### src/hw/rtl/tdw_pkg.sv
// Shared widths, reset values and event codes for the travel distance watchdog.
// No dependencies; imported by tdw_isqrt and travel_distance_watchdog.
`default_nettype none

package tdw_pkg;

    localparam int POS_WIDTH = 24;                 // signed position width
    localparam int ACC_WIDTH = 32;                 // travelled accumulator width
    localparam int CFG_WIDTH = 32;                 // max_distance register width

    localparam logic [CFG_WIDTH-1:0] MAX_DIST_RESET = CFG_WIDTH'(1280); // 5.0 m

    localparam int DIFF_W = POS_WIDTH + 1;         // |dx|, |dy| unsigned
    localparam int PROD_W = 2 * DIFF_W;            // one square
    localparam int ROOT_W = POS_WIDTH + 2;         // root of dx^2 + dy^2
    localparam int RAD_W  = 2 * ROOT_W;            // radicand, even width
    localparam int REM_W  = ROOT_W + 2;            // sqrt partial remainder
    localparam int SUM_W  = ((ACC_WIDTH > ROOT_W) ? ACC_WIDTH : ROOT_W) + 1;
    localparam int CMP_W  = (ACC_WIDTH > CFG_WIDTH) ? ACC_WIDTH : CFG_WIDTH;
    localparam int ITER_W = $clog2(ROOT_W + 1);

    typedef enum logic [1:0] {
        KIND_POS      = 2'd0,
        KIND_LANDMARK = 2'd1,
        KIND_ENABLE   = 2'd2,
        KIND_UNUSED   = 2'd3
    } kind_t;

endpackage

`default_nettype wire

### src/hw/rtl/tdw_isqrt.sv
// Iterative floor square root, two radicand bits per cycle.
// Depends on tdw_pkg for RAD_W, ROOT_W, REM_W and ITER_W.
`default_nettype none

module tdw_isqrt
    import tdw_pkg::*;
(
    input  wire logic              aclk,
    input  wire logic              aresetn,
    input  wire logic              start,
    input  wire logic [RAD_W-1:0]  radicand,
    output logic                   done,
    output logic [ROOT_W-1:0]      root
);

    logic [RAD_W-1:0]  rad_reg,  rad_next;
    logic [REM_W-1:0]  rem_reg,  rem_next;
    logic [ROOT_W-1:0] root_reg, root_next;
    logic [ITER_W-1:0] cnt_reg,  cnt_next;
    logic              busy_reg, busy_next;
    logic              done_reg, done_next;

    logic [REM_W-1:0]  rem_shift;
    logic [REM_W-1:0]  trial;

    assign rem_shift = {rem_reg[REM_W-3:0], rad_reg[RAD_W-1 -: 2]};
    assign trial     = {root_reg, 2'b01};

    always_comb begin
        rad_next  = rad_reg;
        rem_next  = rem_reg;
        root_next = root_reg;
        cnt_next  = cnt_reg;
        busy_next = busy_reg;
        done_next = 1'b0;
        if (start) begin
            rad_next  = radicand;
            rem_next  = '0;
            root_next = '0;
            cnt_next  = ITER_W'(ROOT_W);
            busy_next = 1'b1;
        end else if (busy_reg) begin
            rad_next = {rad_reg[RAD_W-3:0], 2'b00};
            if (rem_shift >= trial) begin
                rem_next  = rem_shift - trial;
                root_next = {root_reg[ROOT_W-2:0], 1'b1};
            end else begin
                rem_next  = rem_shift;
                root_next = {root_reg[ROOT_W-2:0], 1'b0};
            end
            cnt_next = cnt_reg - ITER_W'(1);
            if (cnt_reg == ITER_W'(1)) begin
                busy_next = 1'b0;
                done_next = 1'b1;
            end
        end
    end

    always_ff @(posedge aclk) begin
        if (!aresetn) begin
            busy_reg <= 1'b0;
            done_reg <= 1'b0;
            cnt_reg  <= '0;
        end else begin
            busy_reg <= busy_next;
            done_reg <= done_next;
            cnt_reg  <= cnt_next;
        end
        rad_reg  <= rad_next;
        rem_reg  <= rem_next;
        root_reg <= root_next;
    end

    assign done = done_reg;
    assign root = root_reg;

endmodule

`default_nettype wire

### src/hw/rtl/travel_distance_watchdog.sv
// Top level of the travel distance watchdog: event decode, shared squarer,
// sequencer and state. Depends on tdw_pkg and tdw_isqrt.
`default_nettype none

// Usage
//   s_* channel: one event beat per handshake. s_kind selects position sample,
//     landmark seen, or enable event; unused fields are ignored.
//   m_* channel: one beat per position sample carrying m_stop_flag, the stop
//     state as it stood before that sample was applied. Other events give none.
//   cfg_* channel: writes max_distance (1/256 m); always ready. Write it only
//     while the block is idle.
// Timing
//   Landmark, enable and unused events are applied in the accept cycle and
//   leave s_ready high. A position sample with monitoring off goes from the
//   accept cycle straight to the emit step; with monitoring on it runs through
//   the accept cycle, two passes through one squarer, an add, the root step
//   (start, load, ROOT_W (26) bit-pair iterations, done), a saturating add,
//   a compare and the emit step. s_ready is low while a sample is in flight.
// Reset
//   aresetn (sync, active low) clears enable, total, last position, the stop
//   latch and the output beat, and sets max_distance to 5.0 m.
// Back-pressure
//   The result sits in an output register. A finished sample waits in the
//   emit step while the previous beat is unaccepted; no beat is lost.

module travel_distance_watchdog
    import tdw_pkg::*;
(
    input  wire logic                        aclk,
    input  wire logic                        aresetn,

    input  wire logic                        s_valid,
    output logic                             s_ready,
    input  wire logic [1:0]                  s_kind,
    input  wire logic signed [POS_WIDTH-1:0] s_pos_x,
    input  wire logic signed [POS_WIDTH-1:0] s_pos_y,
    input  wire logic                        s_enable_value,

    output logic                             m_valid,
    input  wire logic                        m_ready,
    output logic                             m_stop_flag,

    input  wire logic                        cfg_valid,
    output logic                             cfg_ready,
    input  wire logic [CFG_WIDTH-1:0]        cfg_data
);

    typedef enum logic [2:0] {
        ST_IDLE,
        ST_SQX,
        ST_SQY,
        ST_ADD,
        ST_ROOT,
        ST_ACC,
        ST_CMP,
        ST_EMIT
    } state_t;

    state_t                  state_reg;
    logic [CFG_WIDTH-1:0]    max_dist_reg;
    logic                    enabled_reg;
    logic [ACC_WIDTH-1:0]    travelled_reg;
    logic [POS_WIDTH-1:0]    last_x_reg;
    logic [POS_WIDTH-1:0]    last_y_reg;
    logic                    stop_reg;
    logic                    flag_hold_reg;     // stop state captured at accept
    logic [DIFF_W-1:0]       ax_reg;
    logic [DIFF_W-1:0]       ay_reg;
    logic [PROD_W-1:0]       prod_reg;
    logic [RAD_W-1:0]        rad_reg;
    logic                    m_valid_reg;
    logic                    m_flag_reg;
    logic                    root_start_reg;

    logic                    s_fire;
    logic signed [DIFF_W-1:0] dx, dy;
    logic [DIFF_W-1:0]       ax, ay;
    logic [DIFF_W-1:0]       mul_op;
    logic [PROD_W-1:0]       mul_res;
    logic                    root_done;
    logic [ROOT_W-1:0]       root;
    logic [SUM_W-1:0]        acc_sum;
    logic                    emit_ok;
    logic                    emit_fire;

    assign s_ready   = (state_reg == ST_IDLE);
    assign s_fire    = s_valid && s_ready;
    assign cfg_ready = 1'b1;
    assign emit_ok   = !m_valid_reg || m_ready;
    assign emit_fire = (state_reg == ST_EMIT) && emit_ok;

    // step from the last recorded position; 25-bit difference never overflows
    assign dx = DIFF_W'(s_pos_x) - DIFF_W'($signed(last_x_reg));
    assign dy = DIFF_W'(s_pos_y) - DIFF_W'($signed(last_y_reg));
    assign ax = dx[DIFF_W-1] ? DIFF_W'(-dx) : DIFF_W'(dx);
    assign ay = dy[DIFF_W-1] ? DIFF_W'(-dy) : DIFF_W'(dy);

    // one squarer, used for x then y
    assign mul_op  = (state_reg == ST_SQX) ? ax_reg : ay_reg;
    assign mul_res = mul_op * mul_op;

    assign acc_sum = SUM_W'(travelled_reg) + SUM_W'(root);

    tdw_isqrt u_isqrt (
        .aclk     (aclk),
        .aresetn  (aresetn),
        .start    (root_start_reg),
        .radicand (rad_reg),
        .done     (root_done),
        .root     (root)
    );

    always_ff @(posedge aclk) begin
        if (!aresetn) begin
            state_reg      <= ST_IDLE;
            max_dist_reg   <= MAX_DIST_RESET;
            enabled_reg    <= 1'b0;
            travelled_reg  <= '0;
            last_x_reg     <= '0;
            last_y_reg     <= '0;
            stop_reg       <= 1'b0;
            m_valid_reg    <= 1'b0;
            root_start_reg <= 1'b0;
        end else begin
            root_start_reg <= (state_reg == ST_ADD);
            if (cfg_valid && cfg_ready) begin
                max_dist_reg <= cfg_data;
            end
            if (emit_fire) begin
                m_valid_reg <= 1'b1;
            end else if (m_ready) begin
                m_valid_reg <= 1'b0;
            end
            case (state_reg)
                ST_IDLE: begin
                    if (s_fire) begin
                        case (kind_t'(s_kind))
                            KIND_POS: begin
                                flag_hold_reg <= stop_reg;
                                ax_reg        <= ax;
                                ay_reg        <= ay;
                                last_x_reg    <= s_pos_x;
                                last_y_reg    <= s_pos_y;
                                if (enabled_reg) begin
                                    state_reg <= ST_SQX;
                                end else begin
                                    travelled_reg <= '0;
                                    state_reg     <= ST_EMIT;
                                end
                            end
                            KIND_LANDMARK: begin
                                travelled_reg <= '0;
                                stop_reg      <= 1'b0;
                            end
                            KIND_ENABLE: begin
                                enabled_reg <= s_enable_value;
                            end
                            default: begin
                            end
                        endcase
                    end
                end
                ST_SQX: begin
                    prod_reg  <= mul_res;
                    state_reg <= ST_SQY;
                end
                ST_SQY: begin
                    rad_reg   <= RAD_W'(prod_reg);
                    prod_reg  <= mul_res;
                    state_reg <= ST_ADD;
                end
                ST_ADD: begin
                    rad_reg   <= rad_reg + RAD_W'(prod_reg);
                    state_reg <= ST_ROOT;
                end
                ST_ROOT: begin
                    if (root_done) begin
                        state_reg <= ST_ACC;
                    end
                end
                ST_ACC: begin
                    // saturate at all ones
                    if (|acc_sum[SUM_W-1:ACC_WIDTH]) begin
                        travelled_reg <= '1;
                    end else begin
                        travelled_reg <= acc_sum[ACC_WIDTH-1:0];
                    end
                    state_reg <= ST_CMP;
                end
                ST_CMP: begin
                    if (CMP_W'(travelled_reg) > CMP_W'(max_dist_reg)) begin
                        stop_reg <= 1'b1;
                    end
                    state_reg <= ST_EMIT;
                end
                ST_EMIT: begin
                    if (emit_ok) begin
                        m_flag_reg <= flag_hold_reg;
                        state_reg  <= ST_IDLE;
                    end
                end
                default: begin
                    state_reg <= ST_IDLE;
                end
            endcase
        end
    end

    assign m_valid     = m_valid_reg;
    assign m_stop_flag = m_flag_reg;

endmodule

`default_nettype wire
### config.mk
export PLATFORM = sky130hd
export DESIGN_NAME = travel_distance_watchdog
export DESIGN_NICKNAME = d
export VERILOG_FILES = /design/src/hw/rtl/tdw_pkg.sv /design/src/hw/rtl/tdw_isqrt.sv /design/src/hw/rtl/travel_distance_watchdog.sv
export SDC_FILE = /design/constraint.sdc
export NUM_CORES = 2
export LEC_CHECK = 0
export BUFFER_PORTS_ARGS = -buffer_cell sky130_fd_sc_hd__buf_2
export CAP_MARGIN = 10
export CORE_UTILIZATION = 63
export CTS_CLUSTER_DIAMETER = 120
export CTS_CLUSTER_SIZE = 20
export DETAILED_ROUTE_END_ITERATION = 8
export GPL_TIMING_DRIVEN = 0
export PLACE_DENSITY = 0.8
export SLEW_MARGIN = 20
export SYNTH_ARGS = -nofsm -noshare
export SYNTH_HDL_FRONTEND = slang
export SYNTH_SLANG_ARGS = --single-unit
### constraint.sdc
create_clock -name aclk -period 9.2 [get_ports aclk]
set_input_delay 0.46 -clock aclk [delete_from_list [all_inputs] [get_ports aclk]]
set_output_delay 0.46 -clock aclk [all_outputs]
set_load 0.03 [all_outputs]
; ---- Yosys cells after proc, flatten, opt, wreduce, memory -nomap -nowiden
; Cells that the tools add are included.
; W data, S select, Z words.
[word_totals]
input_bits = 88
regBits = 384
[op_classes]
eq_ne = 18
reduce_logical = 23
muxes = 31
magnitude_cmp = 2
bitwise_logic = 2
multipliers = 1
addsub = 8
[op_table]
columns = cell, n
row1 = $pmux W32 S2, 2
row2 = $mux W52, 2
row3 = $pmux W52 S2, 1
row4 = $mux W32, 3
row5 = $add A52 B50 Y52, 1
row6 = $mul A25 B25 Y50, 1
row7 = $neg A25 Y25, 2
row8 = $sub A24 B24 Y25, 2
row9 = $mux W24, 2
row10 = $add A32 B26 Y33, 1
row11 = $gt A32 B32 Y1, 1
row12 = $ge A28 B28 Y1, 1
row13 = $mux W26, 1
row14 = $sub A26 B26 Y26, 1
row15 = $mux W25, 1
row16 = $pmux W3 S8, 1
row17 = $reduce_and A4 Y1, 4
row18 = $mux W3, 5
row19 = $eq A3 B3 Y1 const B, 4
row20 = $mux W1, 10
row21 = $mux W5, 2
row22 = $reduce_bool A2 Y1, 5
row23 = $reduce_and A3 Y1, 3
row24 = $ne A2 B1 Y1 const B, 4
row25 = 19 further kinds, 25

; ---- Depth between registers and ports, before layout
[depth]
ltp_word = 4
ltp_mapped = 34

; ---- Hierarchy
; From an unflattened synthesis, not the netlist that was laid out.
[hier_totals]
hier_cells = 4582
area_unflattened_um2 = 41742.5
[modules_own_cells]
columns = mod, cells_per_inst, instances, area_per_inst_um2, seq_area_each_um2
row1 = travel_distance_watchdog, 3999, 1, 35721.8, 6976.7
row2 = tdw_isqrt, 583, 1, 6020.8, 2742.6

; ---- Worst setup path after synthesis
; Ideal clock, no wire load.
[synth_path]
kind = reg2reg
start = register state_reg[1]
end = register prod_reg[49] (data pin)
arrival_ns = 8.095
path_slack_ns = 0.845
n_path_buf = 5
required_time_ns = 8.940
stages_incl_launch_ff = 34
path_cell_list = dfxtp_1 -> clkbuf_1 -> nor3b_1 -> buf_2 -> buf_1 -> mux2_2 -> clkbuf_1 -> nand2_1 -> inv_1 -> fa_1 -> inv_1 -> fa_1 -> inv_1 -> fa_1 -> inv_1 -> fa_1 -> inv_1 -> fa_1 -> fa_1 -> inv_1 -> fa_1 -> inv_1 -> ha_1 -> clkbuf_1 -> a21o_1 -> a31o_2 -> a31o_2 -> a21oi_1 -> o21ai_1 -> o21ba_2 -> o31a_1 -> a41oi_1 -> a31oi_1 -> xnor2_1
[synth_between]
elab_chain_len = 3
[synth_rtl]
columns = element, line
row1 = start: declaration, travel_distance_watchdog.sv:59  ; state_t state_reg;
row2 = start signal: assignment, travel_distance_watchdog.sv:115  ; state_reg <= ST_IDLE;
row3 = start signal: assignment, travel_distance_watchdog.sv:145  ; state_reg <= ST_SQX;
row4 = start signal: assignment, travel_distance_watchdog.sv:148  ; state_reg <= ST_EMIT;
row5 = $eq A3 B1 Y1, travel_distance_watchdog.sv:99  ; assign mul_op = (state_reg == ST_SQX) ? ax_reg : ay_reg;
row6 = $mux W25, travel_distance_watchdog.sv:99
row7 = $mul A25 B25 Y50, travel_distance_watchdog.sv:100  ; assign mul_res = mul_op * mul_op;
row8 = net mul_res[49], travel_distance_watchdog.sv:79  ; logic [PROD_W-1:0] mul_res;
row9 = end signal: assignment, travel_distance_watchdog.sv:164  ; prod_reg <= mul_res;
row10 = end signal: assignment, travel_distance_watchdog.sv:169  ; prod_reg <= mul_res;
row11 = end: declaration, travel_distance_watchdog.sv:69  ; logic [PROD_W-1:0] prod_reg;
; The timed path passes the listed nets, and every way through them passes these cells.
; A chain may end at the register's enable or synchronous reset.

; ---- Worst setup path in the final report
[layout_path]
start = register state_reg[1]
end = register prod_reg[42] (data pin)
; The elaborated chain is that of the path after synthesis.

==> results.md <==
- The flow ran to the end, and the final reports show no timing, DRC or antenna violations.
- The number of cells on the critical path is 32.
- The number of clock sinks is roughly 380.
- The worst setup path is launched from a register.
- The worst hold path belongs to the class in2reg.
- The per-cell routed wire length is roughly 19 microns.
- The number of design rule violations left after detail routing is 0.
- On the final layout, the worst clock skew is between 0.02 and 0.03 ns.
- The number of nets handed over by synthesis was between 5000 and 6000.
- The largest incremental delay on the critical path is roughly 0.64 ns.
- In the final layout, the share of cells above drive strength 1 is under 10%.
- The share of flip-flops with an asynchronous set or reset after synthesis is 0%.
- The worst path arrival time is 9.36 ns.
- The area growth from synthesis to layout is 7.05%.
- The count of filler cells inserted in the layout is approximately 5200.
- The count of buffers added on input and output ports is 89.
- The number of hold buffers added after CTS was 0.
- The level count of the clock H-tree is 1.
- just over 90 I/O pins were placed.
- The worst-margin pin slew is 0.830 ns.
- For this design, the slowest cell found on the critical path is fa_1.
- Routability-driven placement finished with a final weighted congestion of between 1 and 1.5.
- The number of flops mapped to enable cells by yosys is ~210.
- The final layout contains routed wiring with a total length of approximately 110000 microns.
- Setup repair after global routing could not meet its margin everywhere.
- Once detail routing completed, the nets flagged for antenna violations numbered 0.
- STA classifies the critical path endpoint as a register.
- The first global-routing pass estimated around 170000 microns of wire.
- The number of antenna violations at the first check in global routing is 1.
- The latest clock arrival within the worst-skew pair is just under 0.6 ns.
- The via count of the first global-routing pass is between 30000 and 40000.
- The starting density of the core is ~64%.
- Leaving out fill and tap cells, the most frequent cells in the layout are 851 x inv_1, 486 x nand2_1, 475 x fa_1.
- Setup violations remaining at the end of the flow were counted as 0.
- The global router's overall resource usage is about a third.
- For this run, the number of Yosys warnings is 0.
- Counting instances, the worst hold path has a depth of 3.
- The critical path is of the reg2reg type.
- The detailed router placed between 30000 and 40000 vias in this run.
- The required time of the worst setup path is roughly 9.5 ns.
- The total core area is around 66000 sq um.
- The minimum period implied by the final worst setup slack is a little over 9 ns.
- The number of buffers created by CTS is 24.
- Dividing the detail-routed via count by the number of cells gives between 5 and 6.
- The maximum clock path buffer count is 3.
- The number of cells after detailed placement is ~5600.
- The most prevalent standard cell on the critical path is fa_1.
- The finished cells cover about 45000 sq um.
- The register clock-pin slew on the reported worst setup and hold paths is 0.10 ns.
- The number of antenna diodes in the final layout is 0.
- Leaving out fill and tap cells, the most frequent cell in the layout is inv_1.
- The worst-path maximum fanout is 10.
- Global routing finished with a remaining overflow of 0.
- The finished layout holds 5698 standard cells, fillers aside.
- The count of pins over their slew limit is 0.
- In this run the horizontal extent of the chip is 260 microns.
- The final critical path takes up a little over nine tenths of the cycle.
- The number of synthesized register bits is ~380.
- The tightest slew margin relative to the limit is 44.7%.
- The placement-stage cell area is approximately 44000 sq um.
- For this block, the initial DRC count from the detailed router was about 2400.
- Detailed placement finished with a half-perimeter wire length of around 85000 microns.
- The achievable frequency is approximately 110 MHz.
- The die covers 67800 sq um.
- The mean cell area of the mapped netlist is ~9.0 sq um.
- The number of nets at the end of the flow is between 5000 and 6000.
- The pin count of the biggest net entering global routing is 53.
- Counting distinct cell types in the post-synthesis netlist gives between 90 and 100.
- The number of hold-slack violations in the final timing report is 0.
- The sequential element share of the synthesized area is 23.1%.
- The total standard cell area after synthesis is 42100 sq um.
- The TritonCTS clock tree is done.
- From bottom edge to top edge, the die measures ~260 microns.
- The root buffer cell chosen for the clock tree is clkbuf_16.
- The number of max-cap violations is 0.
- The synthesized netlist cell count is around 4700.
- The first detailed-routing pass took 7 iterations.
- Broken down by cell family, the worst path's largest delay share belongs to adder cells.
- After floorplanning, the core was divided into between 90 and 100 placement rows.
- The worst path buffer plus inverter count is 11.
- The path depth of the worst reg2reg path is 32.
- For this run, the leading register cell type out of synthesis is edfxtp_1.
logic make-up (layout without fill, tap and decap cells):
group	after synthesis	in the layout	share of synthesized area [%]
AND/OR/NAND/NOR	1202	1202	12.6
buffers and inverters	1019	1178	9.15
AO/OA/AOI/OAI	856	856	13.2
adder cells (fa/ha/maj)	844	844	33.6
flip-flops	383	383	23.1
XOR/XNOR	219	219	4.56
multiplexers	151	151	3.80
other	1	1	0.00891
Yosys cell counts (all sizes together), types with 89 or more instances:
| master | n | area, sq um |
|---|---|---|
| edfxtp | 205 | 6160 |
| clkbuf | 130 | 488 |
| dfxtp | 178 | 3560 |
| fa | 476 | 9530 |
| xor2 | 89 | 780 |
| xnor2 | 130 | 1140 |
| ha | 368 | 4600 |
| inv | 858 | 3220 |
| a21oi | 255 | 1280 |
| nor2 | 386 | 1450 |
| nand2 | 486 | 1820 |
| o21ai | 186 | 935 |
| a21o | 133 | 998 |
worst reg2reg max path, delay by kind of cell (launching register included):
kind | cells | cell delay [ns]
AO/OA/AOI/OAI | 7 | 1.52
XOR/XNOR | 1 | 0.12
multiplexers | 1 | 0.13
adder cells (fa/ha/maj) | 8 | 4.20
flip-flops | 1 | 0.31
buffers and inverters | 11 | 1.57
AND/OR/NAND/NOR | 4 | 0.91
final cells by class:
type | instances | area, sq um | share of cell area [%]
plain buffers | 150 | 696 | 1.54
flip-flops and latches | 383 | 9720 | 21.6
well taps | 864 | 1080 | 2.40
inverters | 863 | 3260 | 7.24
repair buffers | 123 | 798 | 1.77
multi-input cells | 3273 | 28800 | 63.9
clock inverters | 4 | 60.1 | 0.133
clock buffers | 38 | 653 | 1.45
path summary, 6_finish.rpt:
check | start | endpoint | slack, ns
worst max-delay path | state_reg[1]$_SDFFE_PN0P_ | prod_reg[42]$_DFFE_PP_ | 0.15
worst min-delay path | cfg_data[10] | max_dist_reg[10]$_SDFFE_PN1P_ | 0.09
worst max register to register | state_reg[1]$_SDFFE_PN0P_ | prod_reg[42]$_DFFE_PP_ | 0.15
worst min register to register | stop_reg$_SDFFE_PN0P_ | flag_hold_reg$_DFFE_PP_ | 0.44
stage by stage:
step                      utilization [%]  setup slack, ns  hold slack (ns)  TNS, ns
final                                68.3            0.154           0.0897        0
after global routing                 68.3          -0.0531           0.0753   -0.132
after CTS                            67.7          0.00129           0.0664        0
after detailed placement             66.3            -1.40            0.419   -18.93
after global placement               66.1            -1.84            0.413   -34.87
after floorplan                         -            0.845            0.400        0
timing repair:
action | CTS | global route
cloned | 0 | 1
pin swaps | 0 | 3
resized for setup | 57 | 92
setup endpoints to repair | 27 | 17
setup buffers | 4 | 21
routing by layer:
layer  global-route usage, %  wire [microns]  vias up
met4                    11.3            4300        2
met2                    52.2           49600     1243
met5                       0              13        -
li1                        -               -    15611
met3                    6.02            8660      292
met1                    42.1           44500    15980
Power is left out: the tool's default activity adds up to more than one toggle a clock period on the data nets, which glitch-free logic cannot reach.
